===== src/sv/hdpid_pkg.sv =====
// ----------------------------------------------------------------------------
// hdpid_pkg
// Shared widths, constants and register indexes of the heading PID core.
// ----------------------------------------------------------------------------
package hdpid_pkg;

  localparam int unsigned HEAD_W   = 9;
  localparam int unsigned TIME_W   = 32;
  localparam int unsigned GAIN_W   = 16;
  localparam int unsigned TOL_W    = 8;
  localparam int unsigned ERR_W    = 9;
  localparam int unsigned MAG_W    = 8;
  localparam int unsigned PWR_W    = 8;
  localparam int unsigned DIV_W    = 44;
  localparam int unsigned MUL_A_W  = 32;
  localparam int unsigned MUL_B_W  = 20;
  localparam int unsigned PROD_W   = MUL_A_W + MUL_B_W;
  localparam int unsigned ACC_W    = 51;
  localparam int unsigned CFG_IDX_W  = 3;
  localparam int unsigned CFG_DATA_W = 16;

  // error times elapsed time, and its divide by one second
  localparam int unsigned INC_W       = 40;
  localparam int unsigned RECIP_LSB   = INC_W - MUL_A_W;
  localparam int unsigned RECIP_SHIFT = 31;

  localparam logic [HEAD_W-1:0]  FULL_CIRCLE = 9'd360;
  localparam logic [HEAD_W:0]    HALF_CIRCLE = 10'd180;
  localparam logic [MUL_B_W-1:0] US_PER_S    = 20'd1000000;
  // floor(2^31 * 256 / 1e6)
  localparam logic [MUL_B_W-1:0] RECIP_US    = 20'd549755;
  localparam logic [PWR_W-1:0]   POWER_MAX   = 8'd255;
  localparam logic [PWR_W-1:0]   POWER_MIN   = 8'd220;
  localparam logic [ACC_W-1:0]   CUT_LIMIT_Q8 = 51'd8960;

  localparam logic [CFG_IDX_W-1:0] REG_TARGET    = 3'd0;
  localparam logic [CFG_IDX_W-1:0] REG_MODE      = 3'd1;
  localparam logic [CFG_IDX_W-1:0] REG_GAIN_P    = 3'd2;
  localparam logic [CFG_IDX_W-1:0] REG_GAIN_I    = 3'd3;
  localparam logic [CFG_IDX_W-1:0] REG_GAIN_D    = 3'd4;
  localparam logic [CFG_IDX_W-1:0] REG_TOLERANCE = 3'd5;

endpackage


===== src/sv/hdpid_div.sv =====
// ----------------------------------------------------------------------------
// hdpid_div
// Restoring divider, one quotient bit per cycle; done pulses with the result.
// ----------------------------------------------------------------------------
module hdpid_div (
  input  logic                          clk_i,
  input  logic                          rst_ni,
  input  logic                          start_i,
  input  logic [hdpid_pkg::DIV_W-1:0]   dividend_i,
  input  logic [hdpid_pkg::TIME_W-1:0]  divisor_i,
  output logic                          done_o,
  output logic [hdpid_pkg::DIV_W-1:0]   quotient_o
);

  localparam int unsigned CNT_W = $clog2(hdpid_pkg::DIV_W);

  logic                          busy_q, busy_d;
  logic                          done_q, done_d;
  logic [CNT_W-1:0]              cnt_q, cnt_d;
  logic [hdpid_pkg::TIME_W-1:0]  rem_q, rem_d;
  logic [hdpid_pkg::TIME_W-1:0]  div_q, div_d;
  logic [hdpid_pkg::DIV_W-1:0]   quo_q, quo_d;
  logic [hdpid_pkg::TIME_W:0]    trial;
  logic [hdpid_pkg::TIME_W:0]    diff;
  logic                          fits;

  assign trial = {rem_q, quo_q[hdpid_pkg::DIV_W-1]};
  assign diff  = trial - {1'b0, div_q};
  assign fits  = trial >= {1'b0, div_q};

  always_comb begin
    busy_d = busy_q;
    done_d = 1'b0;
    cnt_d  = cnt_q;
    rem_d  = rem_q;
    div_d  = div_q;
    quo_d  = quo_q;
    if (start_i) begin
      busy_d = 1'b1;
      cnt_d  = CNT_W'(hdpid_pkg::DIV_W - 1);
      rem_d  = '0;
      div_d  = divisor_i;
      quo_d  = dividend_i;
    end else if (busy_q) begin
      rem_d = fits ? diff[hdpid_pkg::TIME_W-1:0] : trial[hdpid_pkg::TIME_W-1:0];
      quo_d = {quo_q[hdpid_pkg::DIV_W-2:0], fits};
      cnt_d = cnt_q - 1'b1;
      if (cnt_q == '0) begin
        busy_d = 1'b0;
        done_d = 1'b1;
      end
    end
  end

  always_ff @(posedge clk_i or negedge rst_ni) begin
    if (!rst_ni) begin
      busy_q <= 1'b0;
      done_q <= 1'b0;
      cnt_q  <= '0;
    end else begin
      busy_q <= busy_d;
      done_q <= done_d;
      cnt_q  <= cnt_d;
    end
  end

  always_ff @(posedge clk_i) begin
    rem_q <= rem_d;
    div_q <= div_d;
    quo_q <= quo_d;
  end

  assign done_o     = done_q;
  assign quotient_o = quo_q;

endmodule


===== src/sv/heading_pid_differential_drive_core.sv =====
// ----------------------------------------------------------------------------
// heading_pid_differential_drive_core
// Heading PID step for a two wheel drive: wraps the heading error, runs
// P, I and D terms on one shared multiplier plus a divider for the D term, maps to wheel power.
// ----------------------------------------------------------------------------
//  channel  | direction | payload
//  s_axis   | in        | tdata: heading[8:0], time_us[40:9]; tuser: restart
//  m_axis   | out       | tdata: left_power, right_power, left_forward,
//           |           |        right_forward, signed_error, target_reached
//  cfg      | in        | cfg_we_i, cfg_idx_i, cfg_data_i (write only)
//
// The restoring divide of the D term by the elapsed time dominates each
// transaction and is skipped when the elapsed time is zero; the integral
// divides by one second with a reciprocal multiply and up to three correction
// steps. s_axis_tready is high only while the sequencer is idle.
// A finished result waits in the output register; the next transaction is
// taken while it waits. Reset sets default configuration, clears PID state.
// ----------------------------------------------------------------------------
module heading_pid_differential_drive_core (
  input  logic        clk_i,
  input  logic        rst_ni,
  input  logic        s_axis_tvalid,
  output logic        s_axis_tready,
  input  logic [47:0] s_axis_tdata,   // heading[8:0], time_us[40:9], zero pad
  input  logic        s_axis_tuser,   // restart
  output logic        m_axis_tvalid,
  input  logic        m_axis_tready,
  output logic [31:0] m_axis_tdata,   // left_power[7:0], right_power[15:8],
                                      // left_forward[16], right_forward[17],
                                      // signed_error[26:18], target_reached[27]
  input  logic                              cfg_we_i,
  input  logic [hdpid_pkg::CFG_IDX_W-1:0]   cfg_idx_i,
  input  logic [hdpid_pkg::CFG_DATA_W-1:0]  cfg_data_i
);

  typedef enum logic [14:0] {
    ST_IDLE = 15'b000000000000001,
    ST_PREP = 15'b000000000000010,
    ST_MINC = 15'b000000000000100,
    ST_SINC = 15'b000000000001000,
    ST_QINC = 15'b000000000010000,
    ST_RINC = 15'b000000000100000,
    ST_DINC = 15'b000000001000000,
    ST_MD1  = 15'b000000010000000,
    ST_MD2  = 15'b000000100000000,
    ST_SDD  = 15'b000001000000000,
    ST_DD   = 15'b000010000000000,
    ST_MI   = 15'b000100000000000,
    ST_MP   = 15'b001000000000000,
    ST_ADDP = 15'b010000000000000,
    ST_OUT  = 15'b100000000000000
  } state_e;

  state_e state_q, state_d;

  // configuration
  logic [hdpid_pkg::HEAD_W-1:0] target_q;
  logic                         mode_q;
  logic [hdpid_pkg::GAIN_W-1:0] gain_p_q, gain_i_q, gain_d_q;
  logic [hdpid_pkg::TOL_W-1:0]  tol_q;

  // PID state
  logic [hdpid_pkg::TIME_W-1:0] last_time_q, last_time_d;
  logic [hdpid_pkg::MAG_W-1:0]  last_err_q, last_err_d;
  logic [hdpid_pkg::TIME_W-1:0] integ_q, integ_d;

  // per transaction
  logic [hdpid_pkg::HEAD_W-1:0] head_q, head_d;
  logic [hdpid_pkg::TIME_W-1:0] now_q, now_d;
  logic                         restart_q, restart_d;
  logic [hdpid_pkg::TIME_W-1:0] dt_q, dt_d;
  logic [hdpid_pkg::ERR_W-1:0]  serr_q, serr_d;
  logic [hdpid_pkg::MAG_W-1:0]  e_q, e_d;
  logic [hdpid_pkg::MAG_W-1:0]  dmag_q, dmag_d;
  logic                         dneg_q, dneg_d;
  logic [hdpid_pkg::INC_W-1:0]  num_q, num_d;
  logic [hdpid_pkg::TIME_W-1:0] qinc_q, qinc_d;
  logic [hdpid_pkg::PROD_W-1:0] prod_q;
  logic signed [hdpid_pkg::ACC_W-1:0] acc_q, acc_d;

  // output register
  logic        out_valid_q, out_valid_d;
  logic [31:0] out_data_q, out_data_d;

  // shared units
  logic [hdpid_pkg::MUL_A_W-1:0] mul_a;
  logic [hdpid_pkg::MUL_B_W-1:0] mul_b;
  logic                          mul_en;
  logic                          div_start;
  logic [hdpid_pkg::DIV_W-1:0]   div_dividend;
  logic [hdpid_pkg::TIME_W-1:0]  div_divisor;
  logic                          div_done;
  logic [hdpid_pkg::DIV_W-1:0]   div_quot;

  // error wrap
  logic [hdpid_pkg::HEAD_W-1:0]     head_n, tgt_n;
  logic signed [hdpid_pkg::HEAD_W:0] raw_diff, wrap_diff;
  logic [hdpid_pkg::TIME_W-1:0]     eff_last_time, eff_integ;
  logic [hdpid_pkg::MAG_W-1:0]      eff_last_err, e_now;
  logic [hdpid_pkg::TIME_W:0]       integ_sum;
  logic signed [hdpid_pkg::ACC_W-1:0] dq_signed, prod_signed;

  // output mapping
  logic [hdpid_pkg::ACC_W-1:0] s_mag;
  logic [14:0]                 cut_round;
  logic [hdpid_pkg::PWR_W-1:0] cut, turn_pwr, lp, rp;
  logic                        lf, rf, reached;

  hdpid_div u_div (
    .clk_i      (clk_i),
    .rst_ni     (rst_ni),
    .start_i    (div_start),
    .dividend_i (div_dividend),
    .divisor_i  (div_divisor),
    .done_o     (div_done),
    .quotient_o (div_quot)
  );

  always_ff @(posedge clk_i or negedge rst_ni) begin
    if (!rst_ni) begin
      target_q <= '0;
      mode_q   <= 1'b0;
      gain_p_q <= 16'd256;
      gain_i_q <= '0;
      gain_d_q <= '0;
      tol_q    <= 8'd5;
    end else if (cfg_we_i) begin
      unique case (cfg_idx_i)
        hdpid_pkg::REG_TARGET:    target_q <= cfg_data_i[hdpid_pkg::HEAD_W-1:0];
        hdpid_pkg::REG_MODE:      mode_q   <= cfg_data_i[0];
        hdpid_pkg::REG_GAIN_P:    gain_p_q <= cfg_data_i;
        hdpid_pkg::REG_GAIN_I:    gain_i_q <= cfg_data_i;
        hdpid_pkg::REG_GAIN_D:    gain_d_q <= cfg_data_i;
        hdpid_pkg::REG_TOLERANCE: tol_q    <= cfg_data_i[hdpid_pkg::TOL_W-1:0];
        default: ;
      endcase
    end
  end

  // heading error, state clear on restart
  always_comb begin
    head_n = (head_q >= hdpid_pkg::FULL_CIRCLE) ? head_q - hdpid_pkg::FULL_CIRCLE : head_q;
    tgt_n  = (target_q >= hdpid_pkg::FULL_CIRCLE) ? target_q - hdpid_pkg::FULL_CIRCLE
                                                  : target_q;
    raw_diff = $signed({1'b0, head_n}) - $signed({1'b0, tgt_n});
    if (raw_diff > $signed(hdpid_pkg::HALF_CIRCLE)) begin
      wrap_diff = raw_diff - $signed({1'b0, hdpid_pkg::FULL_CIRCLE});
    end else if (raw_diff < -$signed(hdpid_pkg::HALF_CIRCLE)) begin
      wrap_diff = raw_diff + $signed({1'b0, hdpid_pkg::FULL_CIRCLE});
    end else begin
      wrap_diff = raw_diff;
    end
    e_now = wrap_diff[hdpid_pkg::HEAD_W] ? hdpid_pkg::MAG_W'(-wrap_diff)
                                         : hdpid_pkg::MAG_W'(wrap_diff);
    eff_last_time = restart_q ? '0 : last_time_q;
    eff_last_err  = restart_q ? '0 : last_err_q;
    eff_integ     = restart_q ? '0 : integ_q;
  end

  assign integ_sum   = {1'b0, integ_q} + {1'b0, qinc_q};
  assign dq_signed   = dneg_q ? -$signed({{(hdpid_pkg::ACC_W-hdpid_pkg::DIV_W){1'b0}}, div_quot})
                              :  $signed({{(hdpid_pkg::ACC_W-hdpid_pkg::DIV_W){1'b0}}, div_quot});
  assign prod_signed = $signed({1'b0, prod_q[hdpid_pkg::ACC_W-2:0]});

  // multiplier operand selection
  always_comb begin
    mul_en = 1'b1;
    mul_a  = '0;
    mul_b  = '0;
    unique case (state_q)
      ST_MINC: begin
        mul_a = dt_q;
        mul_b = hdpid_pkg::MUL_B_W'(e_q);
      end
      ST_SINC: begin
        mul_a = prod_q[hdpid_pkg::INC_W-1:hdpid_pkg::RECIP_LSB];
        mul_b = hdpid_pkg::RECIP_US;
      end
      ST_QINC: begin
        mul_a = hdpid_pkg::MUL_A_W'(prod_q[hdpid_pkg::PROD_W-1:hdpid_pkg::RECIP_SHIFT]);
        mul_b = hdpid_pkg::US_PER_S;
      end
      ST_MD1: begin
        mul_a = hdpid_pkg::MUL_A_W'(gain_d_q);
        mul_b = hdpid_pkg::MUL_B_W'(dmag_q);
      end
      ST_MD2: begin
        mul_a = prod_q[hdpid_pkg::MUL_A_W-1:0];
        mul_b = hdpid_pkg::US_PER_S;
      end
      ST_MI: begin
        mul_a = integ_q;
        mul_b = hdpid_pkg::MUL_B_W'(gain_i_q);
      end
      ST_MP: begin
        mul_a = hdpid_pkg::MUL_A_W'(gain_p_q);
        mul_b = hdpid_pkg::MUL_B_W'(e_q);
      end
      default: mul_en = 1'b0;
    endcase
  end

  always_ff @(posedge clk_i) begin
    if (mul_en) begin
      prod_q <= mul_a * mul_b;
    end
  end

  // output mapping
  always_comb begin
    s_mag     = acc_q[hdpid_pkg::ACC_W-1] ? hdpid_pkg::ACC_W'(-acc_q)
                                          : hdpid_pkg::ACC_W'(acc_q);
    cut_round = s_mag[14:0] + 15'd255;
    cut       = (s_mag > hdpid_pkg::CUT_LIMIT_Q8) ? hdpid_pkg::POWER_MAX
                                                  : hdpid_pkg::PWR_W'(cut_round[14:8]);
    if (|s_mag[hdpid_pkg::ACC_W-1:16]) begin
      turn_pwr = hdpid_pkg::POWER_MAX;
    end else if (s_mag[15:8] < hdpid_pkg::POWER_MIN) begin
      turn_pwr = hdpid_pkg::POWER_MIN;
    end else begin
      turn_pwr = s_mag[15:8];
    end
    if (!mode_q) begin
      lf = 1'b1;
      rf = 1'b1;
      lp = serr_q[hdpid_pkg::ERR_W-1] ? hdpid_pkg::POWER_MAX : hdpid_pkg::POWER_MAX - cut;
      rp = serr_q[hdpid_pkg::ERR_W-1] ? hdpid_pkg::POWER_MAX - cut : hdpid_pkg::POWER_MAX;
    end else begin
      lp = turn_pwr;
      rp = turn_pwr;
      lf = !(!serr_q[hdpid_pkg::ERR_W-1] && (serr_q != '0));
      rf = !lf;
    end
    reached = e_q <= tol_q;
  end

  // sequencer
  always_comb begin
    state_d      = state_q;
    head_d       = head_q;
    now_d        = now_q;
    restart_d    = restart_q;
    dt_d         = dt_q;
    serr_d       = serr_q;
    e_d          = e_q;
    dmag_d       = dmag_q;
    dneg_d       = dneg_q;
    num_d        = num_q;
    qinc_d       = qinc_q;
    acc_d        = acc_q;
    last_time_d  = last_time_q;
    last_err_d   = last_err_q;
    integ_d      = integ_q;
    out_valid_d  = out_valid_q;
    out_data_d   = out_data_q;
    div_start    = 1'b0;
    div_dividend = prod_q[hdpid_pkg::DIV_W-1:0];
    div_divisor  = dt_q;
    s_axis_tready = 1'b0;

    if (out_valid_q && m_axis_tready) begin
      out_valid_d = 1'b0;
    end

    unique case (state_q)
      ST_IDLE: begin
        s_axis_tready = 1'b1;
        if (s_axis_tvalid) begin
          head_d    = s_axis_tdata[8:0];
          now_d     = s_axis_tdata[40:9];
          restart_d = s_axis_tuser;
          state_d   = ST_PREP;
        end
      end
      ST_PREP: begin
        serr_d      = wrap_diff[hdpid_pkg::ERR_W-1:0];
        e_d         = e_now;
        dt_d        = now_q - eff_last_time;
        dneg_d      = e_now < eff_last_err;
        dmag_d      = (e_now < eff_last_err) ? eff_last_err - e_now : e_now - eff_last_err;
        integ_d     = eff_integ;
        last_time_d = now_q;
        last_err_d  = e_now;
        state_d     = ST_MINC;
      end
      ST_MINC: state_d = ST_SINC;
      // estimate falls short of the quotient by at most three
      ST_SINC: begin
        num_d   = prod_q[hdpid_pkg::INC_W-1:0];
        state_d = ST_QINC;
      end
      ST_QINC: begin
        qinc_d  = hdpid_pkg::TIME_W'(prod_q[hdpid_pkg::PROD_W-1:hdpid_pkg::RECIP_SHIFT]);
        state_d = ST_RINC;
      end
      ST_RINC: begin
        num_d   = num_q - prod_q[hdpid_pkg::INC_W-1:0];
        state_d = ST_DINC;
      end
      ST_DINC: begin
        if (num_q >= hdpid_pkg::INC_W'(hdpid_pkg::US_PER_S)) begin
          num_d  = num_q - hdpid_pkg::INC_W'(hdpid_pkg::US_PER_S);
          qinc_d = qinc_q + 1'b1;
        end else begin
          integ_d = integ_sum[hdpid_pkg::TIME_W] ? '1 : integ_sum[hdpid_pkg::TIME_W-1:0];
          state_d = ST_MD1;
        end
      end
      ST_MD1: state_d = ST_MD2;
      ST_MD2: state_d = ST_SDD;
      ST_SDD: begin
        if (dt_q == '0) begin
          acc_d = dneg_q ? -$signed({1'b0, prod_q[hdpid_pkg::ACC_W-2:0]}) : prod_signed;
          state_d = ST_MI;
        end else begin
          div_start = 1'b1;
          state_d   = ST_DD;
        end
      end
      ST_DD: begin
        if (div_done) begin
          acc_d   = dq_signed;
          state_d = ST_MI;
        end
      end
      ST_MI: state_d = ST_MP;
      ST_MP: begin
        acc_d   = acc_q + prod_signed;
        state_d = ST_ADDP;
      end
      ST_ADDP: begin
        acc_d   = acc_q + prod_signed;
        state_d = ST_OUT;
      end
      ST_OUT: begin
        if (!out_valid_q || m_axis_tready) begin
          out_valid_d = 1'b1;
          out_data_d  = {4'b0, reached, serr_q, rf, lf, rp, lp};
          state_d     = ST_IDLE;
        end
      end
      default: state_d = ST_IDLE;
    endcase
  end

  always_ff @(posedge clk_i or negedge rst_ni) begin
    if (!rst_ni) begin
      state_q     <= ST_IDLE;
      out_valid_q <= 1'b0;
      last_time_q <= '0;
      last_err_q  <= '0;
      integ_q     <= '0;
    end else begin
      state_q     <= state_d;
      out_valid_q <= out_valid_d;
      last_time_q <= last_time_d;
      last_err_q  <= last_err_d;
      integ_q     <= integ_d;
    end
  end

  always_ff @(posedge clk_i) begin
    head_q     <= head_d;
    now_q      <= now_d;
    restart_q  <= restart_d;
    dt_q       <= dt_d;
    serr_q     <= serr_d;
    e_q        <= e_d;
    dmag_q     <= dmag_d;
    dneg_q     <= dneg_d;
    num_q      <= num_d;
    qinc_q     <= qinc_d;
    acc_q      <= acc_d;
    out_data_q <= out_data_d;
  end

  assign m_axis_tvalid = out_valid_q;
  assign m_axis_tdata  = out_data_q;

endmodule


===== config.mk =====
export PLATFORM = sky130hd
export DESIGN_NAME = heading_pid_differential_drive_core
export DESIGN_NICKNAME = d
export VERILOG_FILES = /design/src/sv/hdpid_pkg.sv /design/src/sv/hdpid_div.sv /design/src/sv/heading_pid_differential_drive_core.sv
export SDC_FILE = /design/constraint.sdc
export NUM_CORES = 2
export LEC_CHECK = 0
export BUFFER_PORTS_ARGS = -buffer_cell sky130_fd_sc_hd__buf_2
export CORE_AREA = 4 4 438 440
export CTS_BUF_LIST = sky130_fd_sc_hd__clkbuf_4
export DETAILED_ROUTE_END_ITERATION = 12
export DIE_AREA = 0 0 442 444
export SLEW_MARGIN = 20
export SYNTH_ARGS = -nofsm -noshare
export SYNTH_HDL_FRONTEND = slang
export SYNTH_SLANG_ARGS = --single-unit

===== constraint.sdc =====
create_clock -name clk_i -period 17.7 [get_ports clk_i]
set_input_delay 0 -clock clk_i [delete_from_list [all_inputs] [get_ports clk_i]]
set_output_delay 0 -clock clk_i [all_outputs]
set_load 0.01 [all_outputs]

# After elaboration in Yosys (flattened, before gate mapping)
# Index checks and enable logic that the tools add are counted.
# word_totals
in_bits	73
output_inout_bits	34
register_bits	573
wordCells	178
# op_classes
n_mul	1
order_cmp	10
eq_ne	27
n_reduce_logical	33
muxes	55
add_sub_neg	21
# op_table
op	n
$mux W51	5
$pmux W15 S15	1
$pmux W32 S7	1
$mux W32	6
$pmux W51 S3	1
$pmux W32 S2	2
$pmux W40 S3	1
$pmux W20 S5	1
$mux W44	2
$mux W8	10
$sub A32 B32 Y32	2
$mux W15	4
$mul A32 B20 Y52	1
$add A51 B51 Y51	1
$gt A51 B14 Y1 const B	1
$neg A44 Y51	1
$neg A50 Y51	1
$neg A51 Y51	1
$ge A40 B20 Y1 const B	1
$mux W40	1
$sub A40 B20 Y40 const B	1
$sub A40 B40 Y40	1
$reduce_or A35 Y1	1
$add A32 B32 Y33	1
other kinds (56)	99

# Depth between registers and ports, before layout
# logic_depth
ltp_word	10
depth_mapped	38
depth_no_buf	34

# Modules after synthesis
# Synthesis repeated with hierarchy kept, for this count alone.
# unflattened
cells_unflattened	6540
area_unflattened_um2	59482.0
# modules_own_cells
module	cells_each	area_each_um2	instances	seq_area_each_um2
heading_pid_differential_drive_core	5858	52616.7	1	12927.4
hdpid_div	682	6865.3	1	3123.0

# Worst setup path after synthesis
# No wires, ideal clock.
# synth_path
path_type	flip-flop to flip-flop
start	reg state_q[11]
end	reg prod_q[41] (netlist name), data pin
path_stages_with_launch	37
setup_time_ps	272
t_required_ps	17428
n_path_buf	4
synth_period_minus_slack_ps	9368
setup_slack_ps	8332
t_arrival_ps	9096
cell_sequence	dfrtp_1 nor4_1 and3_1 nand2b_1 nor2_1 clkbuf_1 or2_2 clkbuf_1 nand2_1 nand2_1 clkbuf_1 clkbuf_1 nand2_1 fa_1 inv_1 fa_1 inv_1 fa_1 inv_1 fa_1 inv_1 fa_1 inv_1 fa_1 inv_1 fa_1 inv_1 ha_1 a21oi_1 nand2_1 o31ai_1 o31ai_1 a21oi_1 o21ai_0 a221oi_1 nor3_1 or4_1
# synth_via
elab_chain_cells	4
word_cells_on_any_way	12
classes_between	mul (1); eq/ne (7); mux (2); reduce/logical (2)
# synth_rtl
element	line	text
start: declaration	heading_pid_differential_drive_core.sv:54	state_e state_q, state_d;
start signal: assignment	heading_pid_differential_drive_core.sv:354	state_q <= state_d;
$eq A15 B13 Y1 (tied with other cells)	heading_pid_differential_drive_core.sv:170	unique case (state_q)
$reduce_or A2 Y1 (no line)	n/a	
$pmux W20 S5	heading_pid_differential_drive_core.sv:170	
$mul A32 B20 Y52 *	heading_pid_differential_drive_core.sv:205	prod_q <= mul_a * mul_b;
end signal: assignment	heading_pid_differential_drive_core.sv:205	
end: declaration	heading_pid_differential_drive_core.sv:78	logic [hdpid_pkg::PROD_W-1:0] prod_q;
# Every way passes the cells marked *; elsewhere a longest branch is shown, timed or not.
# A chain may end at the register's enable or synchronous reset.

# Worst setup path after layout
# layout_path
start	reg state_q[14]
end	reg prod_q[41] (netlist name), data pin
# The elaborated chain is that of the path after synthesis.

==> qor.yml <==
path_clk_slew_ns: 0.07
wl_per_cell_microns: 20.9
max_cap_violations: 0
die-area_sq_mm: 0.196
synth_top_family_by_area: "adder cells"
synth_top_area_share_pct: 19.0
final_antenna_net_count: 0
synth_fa_ha_area_share_pct: 26.3
pre_cts_ws_ns: 5.96
synth_cells: 6665
core_sq_mm: 0.188
start_kind: "flip-flop"
p_per_area_mw_per_mm2: 101
grt_max_degree: 96
start_util_pct: 31.9
htree_num_levels: 4
min_period_ns: 12.00
drt-pass1-iter-count: 8
cts_root_buffer: "clkbuf_4"
overflow: 0
cts_tree: "done"
ys_types: 95
final.setup.worst_slack_ns: 5.70
period_share_pct: 67.8
grtUsageTotal_pct: 19.9
cp.required_ns: 18.55
drv_slew: 0
max_freq_mhz: 83.3
wl_mm: 199
syn2layout_area_growth_pct: 11.9
p_leak_nw: 29.8
synth-simple-area-share_pct: 16.1
worstSetupPathType: "reg2reg"
finalHoldViolations: 0
synth_top_flop_cell: "edfxtp_1"
setup-tns-final_ns: 0
drt_iter0_markers: 4734
nets: 7887
rsz0062_at_grt: "false"
via_per_inst: 5.37
max_slew_margin_pct: 20.9
final_cell_mix: "nand2_1, inv_1, fa_1"
io_buffers: 95
ir_drop_uv: 195
synth_xor_area_share_pct: 5.48
synthMuxAreaShare_pct: 1.62
hpwlAfterDp_mm: 152
row_count: 159
worst_pin_slew_ns: 1.19
vias: 51158
avgSynthCellArea_sq_um: 8.97
ys_ff_latch: 572
cp_slowest_cell: "nor3b_2"
cts-buffers-inserted: 157
grt_pass1_vias: 50561
fp.dieH_microns: 444
clock_latency_ns: 1.17
fin_cells: 9518
io_pins: 107
synth_compound_area_share_pct: 16.3
cts_max_path_buffers: 3
finalSetupViolations: 0
synthesis.area_sq_mm: 0.0598
gp_congestion: 0.982
hold_path_class: "in2reg"
antenna_found_initial: 19
synth_top_cell_by_area: "edfxtp_1"
cp_slowest_stage_delay_ns: 0.86
final_common_cell: "nand2_1"
status: "complete, no violations"
drive_gt1_share_pct: 8.82
place_inst: 9072
synth.area.top_cells: "edfxtp_1, fa_1, ha_1"
end_kind: "flip-flop"
post_cts_buffers: 0
path_max_fanout: 58
synth_edf_count: 378
ys_async_sr_fraction_pct: 28.3
worstPathArrival_ns: 12.85
drc: 0
skew_ns: 0.113
clkSinkCount: 572
grt_pass1_wl_mm: 305
ys_seq_area_share_pct: 26.8
ys_warn_count: 0
dieWidth_microns: 442
[registers in the layout (all words and copies together), names as in the netlist, 40 cells and up]
name              flops
prod_q               52
acc_q                51
u_div.quotient_o     44
num_q                40
[through the flow]
| stage | power, W | hold WS (ns) | cell area (sq um) | util [%] |
|---|---|---|---|---|
| floorplan | 0.00447 | -0.296 | 59800 | - |
| global placement | 0.00533 | -0.0149 | 63200 | 33.7 |
| detailed placement | 0.00539 | -0.0100 | 63200 | 33.7 |
| CTS | 0.00677 | 0.00184 | 66800 | 35.6 |
| global route | 0.00727 | 0.0524 | 66900 | 35.6 |
| finish | 0.00676 | 0.0996 | 66900 | 35.6 |
[Yosys cell counts, drive strengths merged, types with 14 or more instances]
cell and count:
a211o 24, ha 395, nor2b 41, nand2 882, nor3 102, nor4 53
a22oi 93, or4 35, nand3b 14, o31ai 56, o41ai 17, and3 46
o221ai 15, mux2 69, a22o 15, nand4 51, o21a 45, buf 18
nand2b 98, a21o 133, fa 539, nand3 107, or3 39, or2 24
dfrtp 158, o21ai 373, a221oi 33, edfxtp 378, o31a 14, nor3b 17
a211oi 72, a31oi 43, a21boi 19, o21bai 47, a221o 18, clkbuf 262
a21oi 298, dfxtp 32, mux2i 19, nor2 461, xor2 108, o211ai 33
and2 51, xnor2 266, inv 874
[cell families (layout without fill, tap and decap cells)]
family,after synthesis,count (layout)
fa+ha+maj,934,934
flops,572,572
buf+inv,1155,1493
mux,88,88
simple gates,2066,2066
xor+xnor,374,374
compound gates,1475,1475
other cells,1,21
[critical path, delay by kind of cell (launching register included)]
| family | cells | cell delay [ns] |
|---|---|---|
| buf+inv | 9 | 1.46 |
| simple gates | 9 | 3.19 |
| compound gates | 7 | 2.66 |
| flops | 1 | 0.42 |
| fa+ha+maj | 8 | 3.91 |
[area by class of cell]
| cell class | instances | area (sq um) |
|---|---|---|
| diodes | 17 | 42.5 |
| clock buffers | 230 | 1730 |
| clock inverters | 55 | 402 |
| fillers | 19137 | 121000 |
| inverters | 875 | 3280 |
| multi-input cells | 4941 | 39600 |
| flip-flops and latches | 572 | 16100 |
| well taps | 2495 | 3120 |
| repair buffers | 333 | 2660 |
[path summary, 6_finish.rpt]
kind	from	endpoint	slack, ns	depth (start not counted)
setup reg to reg	state_q[14]	prod_q[41]	5.70	33
setup / recovery	state_q[14]	prod_q[41]	5.70	33
hold / removal	s_axis_tdata[1]	head_q[1]	0.1	3
hold reg to reg	serr_q[1]	m_axis_tdata[19]	0.38	0
min in group asynchronous	rst_ni	last_time_q[24]	0.45	5
max in group asynchronous	rst_ni	gain_p_q[6]	15.94	6
[report_power, final]
part / total (W) / switching (W) / internal (W) / leakage [nW]
combinational: 0.00340 / 0.00202 / 0.00138 / 22.8
sequential: 0.00205 / 0.000232 / 0.00182 / 5.72
clock: 0.00131 / 0.000637 / 0.000675 / 1.25
total: 0.00676 / 0.00288 / 0.00387 / 29.8
[what timing repair did]
| item | in CTS | in global routing |
|---|---|---|
| gates resized for setup | 0 | 0 |
| hold buffers | 143 | 0 |
| hold endpoints to repair | 345 | 0 |
| endpoints found under the setup margin | 0 | 0 |
[layer usage]
metal	vias up	GRT usage, %	wire length (microns)	part of all wire (%)
met2	2157	31.4	88700	45
met1	25168	26.4	83800	42
met5	-	0	0	0
li1	23372	-	-	-
met4	0	8.72	9440	4.7
met3	461	4.06	16800	8.5
(Power assumes the default switching activity.)
